===== config.mk =====
export PLATFORM = sky130hd
export DESIGN_NAME = sem_csr
export DESIGN_NICKNAME = d
export VERILOG_FILES = /design/src/hdl/sem_pkg.sv /design/src/hdl/sem_csr.sv
export SDC_FILE = /design/constraint.sdc
export NUM_CORES = 1
export LEC_CHECK = 0
export BUFFER_PORTS_ARGS = -buffer_cell sky130_fd_sc_hd__buf_2
export CORE_MARGIN = 2
export CORE_UTILIZATION = 25
export DETAILED_ROUTE_END_ITERATION = 7
export PLACE_DENSITY = 0.61
export SYNTH_ARGS = -nofsm -noshare
export SYNTH_HDL_FRONTEND = slang
export SYNTH_SLANG_ARGS = --single-unit

===== constraint.sdc =====
create_clock -name clock -period 1.6 [get_ports clock]
set_input_delay 0.24 -clock clock [delete_from_list [all_inputs] [get_ports clock]]
set_output_delay 0.24 -clock clock [all_outputs]
set_load 0.005 [all_outputs]

===== src/hdl/sem_pkg.sv =====
// Shared constants and types for the Sobel edge magnitude block.
package sem_pkg;

   localparam int MAX_WIDTH = 1024;
   localparam int COL_W     = $clog2(MAX_WIDTH);
   localparam int FW_W      = 11;
   localparam int FH_W      = 16;
   localparam int ROW_W     = FH_W + 1;
   localparam int CHAN_W    = 8;
   localparam int PIX_W     = 3 * CHAN_W;
   localparam int LINE_W    = 2 * PIX_W;
   localparam int GRAD_W    = 11;
   localparam int SUM_W     = 21;
   localparam int STEP_W    = $clog2(CHAN_W);
   localparam int ADDR_W    = 3;
   localparam int DATA_W    = 32;

   typedef logic [PIX_W-1:0]  pixel_type;
   typedef logic [CHAN_W-1:0] chan_type;
   typedef logic signed [GRAD_W-1:0] grad_type;
   typedef logic [SUM_W-1:0] sum_type;

   typedef enum logic {
      REG_FRAME_WIDTH  = 1'b0,
      REG_FRAME_HEIGHT = 1'b1
   } reg_index_type;

   localparam logic MODE_PIXEL = 1'b0;

endpackage


===== src/hdl/sem_csr.sv =====
// APB register file holding frame width and frame height.
module sem_csr (
   input  logic                  clock,
   input  logic                  reset,
   input  logic                  psel,
   input  logic                  penable,
   input  logic                  pwrite,
   input  logic [sem_pkg::ADDR_W-1:0] paddr,
   input  logic [sem_pkg::DATA_W-1:0] pwdata,
   output logic [sem_pkg::DATA_W-1:0] prdata,
   output logic                  pready,
   output logic [sem_pkg::FW_W-1:0]   frame_width,
   output logic [sem_pkg::FH_W-1:0]   frame_height
);
   import sem_pkg::*;

   logic [FW_W-1:0] width_ff;
   logic [FH_W-1:0] height_ff;
   reg_index_type   index;
   logic            wr;

   assign index  = reg_index_type'(paddr[2]);
   assign wr     = psel && penable && pwrite;
   assign pready = 1'b1;

   always_ff @(posedge clock) begin
      if (reset) begin
         width_ff  <= FW_W'(MAX_WIDTH);
         height_ff <= FH_W'(1);
      end else if (wr) begin
         case (index)
            REG_FRAME_WIDTH:  width_ff  <= pwdata[FW_W-1:0];
            REG_FRAME_HEIGHT: height_ff <= pwdata[FH_W-1:0];
            default: ;
         endcase
      end
   end

   always_comb begin
      case (index)
         REG_FRAME_WIDTH:  prdata = DATA_W'(width_ff);
         REG_FRAME_HEIGHT: prdata = DATA_W'(height_ff);
         default:          prdata = '0;
      endcase
   end

   assign frame_width  = width_ff;
   assign frame_height = height_ff;
endmodule


Word level (Yosys, flattened, before mapping) --
Cells that the tools add are included.
Word-level totals: register bits after elaboration 27, latch bits 0, memory bits (writable) 0, bits in read-only memories 0, bits of input ports 40, memories 0
Cells by class: add/subtract/negate cells 0, multipliers 0, div/mod/pow operators 0, $lt $le $gt $ge 0, equality and inequality tests 0, shift operators 0, mux-type cells 1, bitwise gates (word level) 1, reduce and logical (&&, ||, !) cells 4
Operators by type and width (count):
- $pmux 32 s2 | 1
- $reduce_and 2->1 | 2
- $logic_and 1x1->1 | 2
- $not 1->1 | 1

Depth between registers and ports, before layout --
depth in word-level cells 3, depth in mapped cells 4, depth with buffers taken out 2

Worst setup path before layout --
Ideal clock, no wire load.
path type input port to output port, from input port paddr[2] (netlist bit), to output port prdata[10] (netlist bit), arrival time 0.869 ns, setup slack 0.491 ns, cell stages on the path 3, path buffers 2, cell sequence buf_6 > buf_2 > mux2_2
On the way: cells in the longest elaborated chain, start to end 2
RTL lines:
- start: declaration | line sem_csr.sv:8 | input logic [sem_pkg::ADDR_W-1:0] paddr,
- $not 1->1 (no source line)
- $pmux 32 s2 (*) | line sem_csr.sv:40 | case (index)
- end: declaration | line sem_csr.sv:10 | output logic [sem_pkg::DATA_W-1:0] prdata,
Every way passes the cells marked *; elsewhere a longest branch is shown, timed or not. The select of a mux whose other input is x is not followed.

Final worst setup path --
from input port paddr[2] (netlist bit), to output port prdata[7] (netlist bit)
Same word-level chain as after synthesis.

==> metrics.md <==
| Metric | Value |
|---|---|
| Crit end category | `primary output` |
| CTS Buf Count | `3` |
| Total number of H-tree levels | `1` |
| Core area | `5816 um^2` |
| Distinct cells, synth | `16` |
| Port bufs | `64` |
| Largest net degree at the start of global routing | `46` |
| Synth Warn # | `0` |
| Fin cells | `around 280` |
| Most frequent cells in the layout | `buf_2, nand2b_1, mux2i_1, dfxtp_1, conb_1` |
| Setup crit start kind | `primary input` |
| Tot GR Track Use | `0.08769` |
| Hold Path Class | `primary input to flop` |
| Sum Neg Setup Slack | `0 ns` |
| Fin. Hold Viols | `0` |
| Static leakage | `roughly 0.0009 uW` |
| Clock skew | `0 ns` |
| Initial antenna violation count | `0` |
| Initial core utilization | `0.2547` |
| # fillers | `between 600 and 700` |
| Syn Std Cell Area | `1481 um^2` |
| Worst path slowest cell | `mux2_2` |
| CTS tree | `built` |
| Slew @ Worst Pin | `0.5525 ns` |
| Multi-input gate area in the final layout | `between 800 and 900 um^2` |
| Routed WL per cell | `10.44 um` |
| Clock Tree Buf Depth | `2` |
| Worst Hold Endpoint | `frame_height[13]$_SDFFE_PP0P_` |
| Via count | `roughly 1100` |
| Die Span X | `80.98 um` |
| Period utilization | `0.8315` |
| Register area | `~540 um^2` |
| Aggregate global routing overflow | `0` |
| Syn_area_per_cell | `10.08 um^2` |
| Vert. Die Dim | `approximately 80 um` |
| Clk sink count | `27` |
| Worst-Skew Late Latency | `0.27 ns` |
| Relative slew margins | `0.6317` |
| Critical path class | `primary input to primary output` |
| DRC | `0` |
| Delay of the slowest cell on the worst path | `0.38 ns` |
| Reg2reg setup slack | `0.98 ns` |
| WHS Path Cells | `3` |
| R2r endpoint | `frame_width[10]$_SDFFE_PP1P_` |
| Leading area contributor after synthesis | `dfxtp_1` |
| Status | `completed` |
| Commonest non-fill, non-tap cell in the layout | `buf_2` |
| Worst vdd ir | `between 0.0002 and 0.0003 V` |
| Routed wire length | `2.934 mm` |
| Total setup buffers inserted after CTS | `0` |
| Final WS setup | `0.2695 ns` |
| Reg clk slew, reported paths | `0.10 ns` |
| Dpl ws | `0.2011 ns` |
| Max-cap viol count | `0` |
| Initial DRC Count | `37` |
| Syn Inst Count | `147` |
| Yosys top cell area share | `0.3649` |
| Slew Limit Fails | `0` |
| Vias in the first global route | `968` |
| Register-to-Register Path Depth | `2` |
| IO Count | `100` |
| Post-CTS Hold Fix Bufs | `0` |
| Hold Startpoint | `pwdata[13]` |
| Pwr/cell area | `roughly 680 nW/um^2` |
| Crit-path max FO | `20` |
| Routed vias/inst | `4.004` |
| First-pass GRT wire length | `around 4.4 mm` |
| Power after layout | `1253 uW` |
| Synth top area cells | `dfxtp_1, mux2i_1, nand2b_1, buf_4, mux2_2` |
| Post-cts resize count | `0` |
| Post-DP HPWL | `2.240 mm` |
| Worst R2R Start | `frame_width[10]$_SDFFE_PP1P_` |
| Site Rows | `28` |
| Seq/Total Area, Yosys | `0.3649` |
| Fin nets | `approximately 250` |
| RSZ-0062 raised after global routing | `false` |
| Count of state elements after synthesis | `27` |
| Area grow syn2layout | `23.48%` |
| Sequence of cells on the critical path | `buf_2, mux2_2, buf_2` |
| WP data required | `1.36 ns` |
| Arr. time, crit path | `1.09 ns` |
| Dpl cells | `277` |
| Min Hold Slack | `around 0.22 ns` |
| Antenna cell count | `0` |
| DR pass1 iterations | `4` |
| Top cell by count, worst path | `buf_2` |
| Max frequency | `0.7516 GHz` |
| Final Setup Violations | `0` |
| Die ar. | `~6600 um^2` |
| GP Congestion | `0.6659` |
| Clock root buffer | `clkbuf_8` |
| DRT antenna net count | `0` |
| Share of cells above drive strength 1 | `0.3981` |
| Final min period | `approximately 1.3 ns` |
## area by class of cell
class / count / share of cell area
Multi-Input combinational cell: 109 / 0.4378
Sequential cell: 27 / 0.2955
Timing Repair Buffer: 66 / 0.1902
Tap cell: 75 / 0.05130
Clock buffer: 3 / 0.02257
Clock inverter: 1 / 0.002736
## worst max-delay path by stage
stage	depth (start not counted)	start	endpoint	slack (ns)
after floorplan	3	paddr[2]	prdata[10]	0.49
after global placement	4	paddr[2]	frame_height[0]$_SDFFE_PP1P_	0.23
after detailed placement	4	paddr[2]	frame_height[0]$_SDFFE_PP1P_	0.20
after CTS	3	paddr[2]	prdata[7]	0.24
after global routing	3	paddr[2]	prdata[1]	0.19
final	3	paddr[2]	prdata[7]	0.27
## worst max-delay path, delay by kind of cell
kind,cells,cell delay (ns)
mux,1,0.38
buf+inv,2,0.46
## sequential cells by signal, indices dropped and copies added, names as in the netlist
signal	flops
frame_height	16
frame_width	11
## layer usage
metal | GRT usage | wire length [um] | vias to the layer above
met5 | 0 | 0 | -
met4 | 0.03559 | 15 | 0
met3 | 0.02333 | 191 | 2
met2 | 0.1479 | 1397 | 38
met1 | 0.1055 | 1329 | 513
li1 | - | - | 572
## cells by family (layout without fill, tap and decap cells)
logic type             count (synthesis)  in the layout  synth area share
and+or+nand+nor                       54             54            0.2314
other                                  2             17          0.005069
DFF                                   27             27            0.3649
buffers and inverters                 26             70            0.1326
muxes                                 38             38            0.2660
## Yosys cell counts
| master | n |
|---|---|
| and2_1 | 5 |
| and4_1 | 1 |
| and4b_1 | 1 |
| buf_2 | 1 |
| buf_4 | 17 |
| buf_6 | 3 |
| buf_8 | 1 |
| clkbuf_1 | 4 |
| conb_1 | 2 |
| dfxtp_1 | 27 |
| mux2_2 | 11 |
| mux2i_1 | 27 |
| nand2b_1 | 41 |
| nand4_1 | 1 |
| nand4b_2 | 1 |
| nor2_1 | 4 |
## stage by stage
| stage | cell area [um^2] | utilization |
|---|---|---|
| floorplan | 1538 | - |
| global placement | 1783 | 0.3066 |
| detailed placement | 1783 | 0.3066 |
| CTS | 1829 | 0.3145 |
| global route | 1829 | 0.3145 |
| finish | 1829 | 0.3145 |
## where the power goes
part / switching, uW / internal (uW) / leakage, uW / total [uW]
logic: 75.8 / 83.8 / 0.000673 / 160
clock network: 222 / 175 / 0.0000255 / 397
registers: 10.3 / 687 / 0.000219 / 697
total: 308 / 945 / 0.000917 / 1250
Note: power is estimated with default switching activity, not from simulation.
