<file path="src/hdl/sem_pkg.sv">
// Shared constants and types for the Sobel edge magnitude block.
package sem_pkg;

   localparam int MAX_WIDTH = 1024;
   localparam int COL_W     = $clog2(MAX_WIDTH);
   localparam int FW_W      = 11;
   localparam int FH_W      = 16;
   localparam int ROW_W     = FH_W + 1;
   localparam int CHAN_W    = 8;
   localparam int PIX_W     = 3 * CHAN_W;
   localparam int LINE_W    = 2 * PIX_W;
   localparam int GRAD_W    = 11;
   localparam int SUM_W     = 21;
   localparam int STEP_W    = $clog2(CHAN_W);
   localparam int ADDR_W    = 3;
   localparam int DATA_W    = 32;

   typedef logic [PIX_W-1:0]  pixel_type;
   typedef logic [CHAN_W-1:0] chan_type;
   typedef logic signed [GRAD_W-1:0] grad_type;
   typedef logic [SUM_W-1:0] sum_type;

   typedef enum logic {
      REG_FRAME_WIDTH  = 1'b0,
      REG_FRAME_HEIGHT = 1'b1
   } reg_index_type;

   localparam logic MODE_PIXEL = 1'b0;

endpackage

</file>
<file path="src/hdl/sem_root.sv">
// Bit-serial rounded square root, saturated to eight bits, one result bit per cycle.
module sem_root (
   input  logic              clock,
   input  logic              reset,
   input  logic              start,
   input  sem_pkg::sum_type  value,
   output logic              done,
   output sem_pkg::chan_type result
);
   import sem_pkg::*;

   sum_type           val_ff;
   chan_type          res_ff;
   logic [STEP_W-1:0] step_ff;
   logic              run_ff;
   logic              done_ff;
   chan_type          trial;
   logic [2*CHAN_W-1:0] prod;

   // largest t with t*(t-1) < value is round-to-nearest sqrt
   assign trial = res_ff | (CHAN_W'(1) << step_ff);
   assign prod  = trial * (trial - CHAN_W'(1));

   always_ff @(posedge clock) begin
      if (reset) begin
         run_ff  <= 1'b0;
         done_ff <= 1'b0;
      end else begin
         done_ff <= 1'b0;
         if (start) begin
            run_ff  <= 1'b1;
            step_ff <= STEP_W'(CHAN_W - 1);
            res_ff  <= '0;
            val_ff  <= value;
         end else if (run_ff) begin
            if (SUM_W'(prod) < val_ff) begin
               res_ff <= trial;
            end
            step_ff <= step_ff - STEP_W'(1);
            if (step_ff == '0) begin
               run_ff  <= 1'b0;
               done_ff <= 1'b1;
            end
         end
      end
   end

   assign done   = done_ff;
   assign result = res_ff;

   a_start_runs: assert property (@(posedge clock) disable iff (reset) start |=> run_ff)
      else $error("root search did not start");
   a_done_idle: assert property (@(posedge clock) disable iff (reset) done_ff |-> !run_ff)
      else $error("root done while still running");
   a_last_step: assert property (@(posedge clock) disable iff (reset)
      (run_ff && !start && step_ff == '0) |=> done_ff)
      else $error("root search missed its final step");
endmodule

</file>
<file path="config.mk">
export PLATFORM = sky130hd
export DESIGN_NAME = sem_root
export DESIGN_NICKNAME = d
export VERILOG_FILES = /design/src/hdl/sem_pkg.sv /design/src/hdl/sem_root.sv
export SDC_FILE = /design/constraint.sdc
export NUM_CORES = 1
export LEC_CHECK = 0
export BUFFER_PORTS_ARGS = -buffer_cell sky130_fd_sc_hd__buf_4
export CORE_ASPECT_RATIO = 1.2
export CORE_MARGIN = 3
export CORE_UTILIZATION = 35
export CTS_BUF_LIST = sky130_fd_sc_hd__clkbuf_2 sky130_fd_sc_hd__clkbuf_4 sky130_fd_sc_hd__clkbuf_8
export CTS_CLUSTER_SIZE = 8
export DETAILED_ROUTE_END_ITERATION = 10
export MAX_ROUTING_LAYER = met4
export PLACE_DENSITY = 0.56
export SKIP_LAST_GASP = 1
export SLEW_MARGIN = 20
export SYNTH_ARGS = -nofsm -noshare
export SYNTH_HDL_FRONTEND = slang
export SYNTH_SLANG_ARGS = --single-unit
</file>
<file path="constraint.sdc">
create_clock -name clock -period 11.2 [get_ports clock]
set_input_delay 1.12 -clock clock [delete_from_list [all_inputs] [get_ports clock]]
set_output_delay 1.12 -clock clock [all_outputs]
set_load 0.02 [all_outputs]
</file>
* After elaboration in Yosys (flattened, before gate mapping) *
Index checks and enable logic that the tools add are counted.

cells by class
  add/sub/neg operators = 2
  multiply operators = 1
  divide/modulo/power cells = 0
  order comparisons = 1
  eq/ne operators = 0
  shift operators = 1
  muxes and demuxes = 7
  bitwise operators = 3
  reduce and logical (&&, ||, !) cells = 7

operator list
  kind                   number
  $lt A16 B21 Y1         1
  $mul A9 B9 Y16         1
  $mux W8                2
  $sub A8 B1 Y9 const B  1
  $or A8 B8 Y8           1
  $shl A1 B3 Y8 const A  1
  $mux W1                4
  $reduce_and A2 Y1      2
  $reduce_bool A2 Y1     2
  $logic_not A3 Y1       1
  $mux W3                1
  $reduce_and A3 Y1      1
  $reduce_or A3 Y1       1
  $sub A3 B1 Y3 const B  1
  $not A1 Y1             2

word-level totals
  register bits after elaboration = 34
  bits in latches = 0
  memory bits (writable) = 0
  bits in read-only memories = 0
  word-level logic and storage cells = 27
  memories kept = 0

* Longest topological paths before layout *
  depth after elaboration = 7
  gate-level depth with buffers = 30
  mapped depth without buffers = 29

* Least setup slack after synthesis *
OpenSTA, ideal clock, no wires.

  path kind = flip-flop to flip-flop
  start = register step_ff[0]
  end = register res_ff[0] (netlist: result[0]), enable pin
  data arrival time = 7438 ps
  required time = 10825 ps
  setup slack = 3386 ps
  stages on the path, launching flop included = 30
  clock period less this slack = 7814 ps
  cell sequence = edfxtp_1 -> inv_1 -> ha_1 -> nor2b_1 -> nor2_1 -> clkbuf_1 -> ha_1 -> o211ai_1 -> or3_1 -> ha_1 -> nand2b_1 -> fa_1 -> fa_1 -> inv_1 -> fa_1 -> fa_1 -> inv_1 -> fa_1 -> inv_1 -> ha_1 -> o21ai_0 -> o21a_1 -> o21bai_1 -> a21oi_1 -> xnor2_1 -> ha_1 -> a21o_1 -> a21oi_1 -> o41ai_1 -> a21oi_1

on the way
  longest elaborated chain between the ends = 7

RTL lines
  what                                   line            text
  start, declared                        sem_root.sv:14  logic [STEP_W-1:0] step_ff;
  start signal, assigned                 sem_root.sv:32  step_ff <= STEP_W'(CHAN_W - 1);
  start signal, assigned                 sem_root.sv:39  step_ff <= step_ff - STEP_W'(1);
  $shl A1 B3 Y8 *                        sem_root.sv:21  assign trial = res_ff | (CHAN_W'(1) << step_ff);
  $or A8 B8 Y8 *                         sem_root.sv:21
  $sub A8 B1 Y9                          sem_root.sv:22  assign prod = trial * (trial - CHAN_W'(1));
  $mul A9 B9 Y16 *                       sem_root.sv:22
  $lt A16 B21 Y1 *                       sem_root.sv:36  if (SUM_W'(prod) < val_ff) begin
  $reduce_bool A2 Y1 (no source line) *  n/a
  $reduce_and A3 Y1 (no source line) *   n/a
  end signal, assigned                   sem_root.sv:37  res_ff <= trial;
  end, declared                          sem_root.sv:13  chan_type res_ff;

Mark *: on every way between the ends. The rest lies on a longest branch, timed or not.
A chain may end at the register's enable or synchronous reset.

* Worst setup path after layout *
  start = register step_ff[0]
  end = register res_ff[3] (netlist: result[3]), enable pin

The elaborated chain is that of the path after synthesis.

==> impl.org <==
** Floorplan
- Starting utilization of the core area :: 0.362
- The floorplan step set the die height to 124 µm.
- Die Area :: 0.0129 mm²
- The initialized floorplan defines 42 standard-cell rows.
- Core Box Area :: 0.0111 mm²
- From left edge to right edge, the die measures around 100 µm.
- In this run the count of I/O pins placed on the die edge is 33.

** Global route
- Global-route wire length before repair :: between 10000 and 15000 µm
- Across every metal layer, demand over resource in global routing totals 0.131.
- The total overflow left after global routing is 0.
- Number of global-route vias before repair :: 2882
- The initial antenna violation count came to 0.
- Maximum number of pins on one net before global-route repair :: 22

** Min path
- Beginning of the worst hold path :: run_ff
- Endpoint of the worst hold-timing path :: done
- The tightest min-delay check is of the reg -> reg type.
- Counting instances, the worst hold path has a depth of 1.

** Place
- During placement, the flow inserted port buffers numbering 32.
- DPL Wire Length :: 6620 µm
- The number of placed instances, taps included, is 585.
- Routability-driven placement finished with a final weighted congestion of 0.936.

** Final layout
- Filler-free cell count of the finished design :: just under 600
- Area grow syn2layout :: 13.1%
- Most frequent cells in the layout :: sky130_fd_sc_hd__inv_1, sky130_fd_sc_hd__ha_1, sky130_fd_sc_hd__nor2_1
- In the final layout, the share of cells above drive strength 1 is 0.137.
- The library cell used most frequently in the layout, excluding fill and tap cells, is sky130_fd_sc_hd__inv_1.
- 0 antenna diodes ended up in the layout.
- # nets final :: between 500 and 600

** Routing
- For this block, the initial DRC count from the detailed router was 81.
- For this run, design rule violations remaining after detail routing come to 0.
- Number of vias in the routed layout :: 2743
- The final layout contains routed wiring with a total length of 7600 µm.
- The detail route stage leaves a number of antenna-violating nets equal to 0.
- For this run, the detailed router's first-pass iteration total came to 4.
- Via density per instance :: 4.63
- Dividing the detail-routed wire length by the instance count gives around 13 µm.

** Yosys
- The cell area that synthesis handed to floorplanning was 0.00403 mm².
- Share of the yosys chip area belonging to registers :: 0.248
- Summed over all instances, the cell type with the most area after synthesis is sky130_fd_sc_hd__edfxtp_1.
- Cells after synthesis :: 400
- Synth warn :: 0
- Largest cells by area after synthesis :: sky130_fd_sc_hd__edfxtp_1, sky130_fd_sc_hd__ha_1, sky130_fd_sc_hd__fa_1, sky130_fd_sc_hd__inv_1, sky130_fd_sc_hd__nor2_1
- Number of enable flip-flop cells after synthesis :: 32
- The netlist uses 36 different library cells.
- Async set-or-reset flop fraction in the synthesized netlist :: 0
- Fraction of synthesized cell area taken by the top area cell type :: 0.238
- Average cell area after synthesis :: 10.1 µm²
- Post-synthesis register bit count :: 34
- Ys flop type :: sky130_fd_sc_hd__edfxtp_1
- The number of nets in the synthesized netlist is 540.

** Critical path
- STA puts the critical path data required time at 11120 ps.
- Critical path's slowest cell :: sky130_fd_sc_hd__a21oi_1
- Largest fanout of any net on the critical path :: 18
- The number of cells on the worst reg-to-reg path is 29.
- At the worst endpoint, the arrival time is 8070 ps.
- Class of the most critical setup path :: reg -> reg
- For flop-to-flop paths, the worst setup slack is just over 3000 ps.
- Start of the worst register-to-register path :: step_ff[0]
- Type of destination of the critical path :: flop
- Launching element type of the critical path :: flop
- Largest stage delay, worst path :: 600 ps
- Reg-to-reg critical path endpoint :: result[3]

** STA
- F_max :: between 100 and 150 MHz
- In this run the tightest slew margin relative to its limit is 0.506.
- Clock skew on the completed layout was measured at ~11 ps.
- The final hold violation count was 0.
- Setup violations remaining at the end of the flow were counted as 0.
- Setup repair after global routing left no endpoint under its margin.
- Transition at the pin with the smallest max-transition slack :: 740 ps
- After routing, the total negative slack on setup checks comes to 0 ps.
- Fin crit period :: 8150 ps
- Portion of the clock cycle consumed by the worst path in the final layout :: 0.728
- Final Max Tran Viols :: 0

** Power and ir drop
- VDD sags by at most roughly 210 µV.
- Of the total power, the clock network draws 0.083.
- Of the total power, the share spent switching nets is 0.462.
- Of the total power, combinational logic draws 0.781.
- Sequential share of power :: 0.136
- Net switching power figure :: 519 µW
- Dividing total power by cell area gives a power density of 246 mW/mm².
- Static leakage :: ~2.3 nW
- Internal Dissipation :: 604 µW

** Clock network
- TritonCTS clock tree :: done
- Sink count of the clock tree :: 34
- TritonCTS created 5 clock buffers.
- Post-CTS repair changed the size of 0 cells.
- Max Buffers Root-to-Sink :: 2
- Post-CTS Setup Bufs :: 0
- Insertion delay of the later-clocked pin in the worst-skew pair :: 280 ps
- For this design, the CTS-stage hold fixing added 0 buffers.
- In this run the number of H-tree levels came out at 2.
- Clock slew seen by the registers of the worst setup and hold paths :: 70 ps
- CTS Root Cell :: sky130_fd_sc_hd__clkbuf_8

** Run status
- The run finished with clean final reports.

** Job
- Max_cap viols :: 0
layout make-up:
cell class / instances / area, µm²
clock buffer: 8 / 97.6
inverter: 87 / 327
tap: 154 / 193
sequential: 34 / 1000
fill: 1128 / 6580
multi-input combinational: 276 / 2690
timing repair buffer: 34 / 255
worst max-delay path: cells and delay by family, from the launching register on:
kind	cells	cell delay, ps
adder cells (fa/ha/maj)	10	4000
AO/OA/AOI/OAI	9	1870
AND/OR/NAND/NOR	4	880
buffers and inverters	5	510
flip-flops	1	410
XOR/XNOR	1	140
synth_stat cells (all sizes together), types with 2 or more instances:
cell / n
inv: 87
ha: 73
nor2: 48
fa: 43
edfxtp: 32
nand2: 20
a21oi: 19
xnor2: 11
o21ai: 8
a21o: 7
nand2b: 7
nor3: 5
or2: 5
nand3: 4
xor2: 4
a211oi: 3
o21bai: 3
or3: 3
and2: 2
clkbuf: 2
dfxtp: 2
nor2b: 2
o211ai: 2
o21a: 2
worst max-delay path by stage:
stage,endpoint,startpoint,slack (ps)
after floorplan,result[0],step_ff[0],3390
after detailed placement,result[4],step_ff[0],3020
final,result[3],step_ff[0],3050
after CTS,result[4],step_ff[0],2970
after global routing,result[3],step_ff[0],2450
after global placement,result[4],step_ff[0],3120
power by group through the flow:
| stage | Combinational, mW | Clock, mW | Sequential [mW] |
|---|---|---|---|
| after global routing | 1.05 | 0.106 | 0.154 |
| after floorplan | 0.691 | 0 | 0.157 |
| after global placement | 0.870 | 0 | 0.156 |
| after CTS | 0.897 | 0.0974 | 0.153 |
| final | 0.876 | 0.0931 | 0.153 |
| after detailed placement | 0.883 | 0 | 0.156 |
through the flow:
step	util	hold WS [ps]	instance area, µm²	total power [mW]	setup slack (ps)
floorplan	-	454	4030	0.848	3390
global placement	0.401	477	4460	1.03	3120
detailed placement	0.401	469	4460	1.04	3020
CTS	0.409	489	4560	1.15	2970
global route	0.409	497	4560	1.31	2450
finish	0.409	492	4560	1.12	3050
registers in the layout, summed over array words and instances, names as in the netlist:
register,count
val_ff,21
done,1
step_ff,3
result,8
run_ff,1
layer usage:
| metal | wire length, µm | track usage |
|---|---|---|
| met1 | 3170 | 0.145 |
| met4 | 185 | 0.0549 |
| met5 | 0 | - |
| met3 | 123 | 0.0114 |
| met2 | 4120 | 0.246 |
logic make-up (layout without fill, tap and decap cells):
group | Yosys count | in the layout | share of synthesized area
DFF | 34 | 34 | 0.248
and+or+nand+nor | 100 | 100 | 0.116
adders and majority gates | 116 | 116 | 0.440
xor gates and xnor gates | 15 | 15 | 0.0326
AOI/OAI and AO/OA | 45 | 45 | 0.0775
buffers and inverters | 90 | 129 | 0.0856
Power figures use the tool's default switching activity.
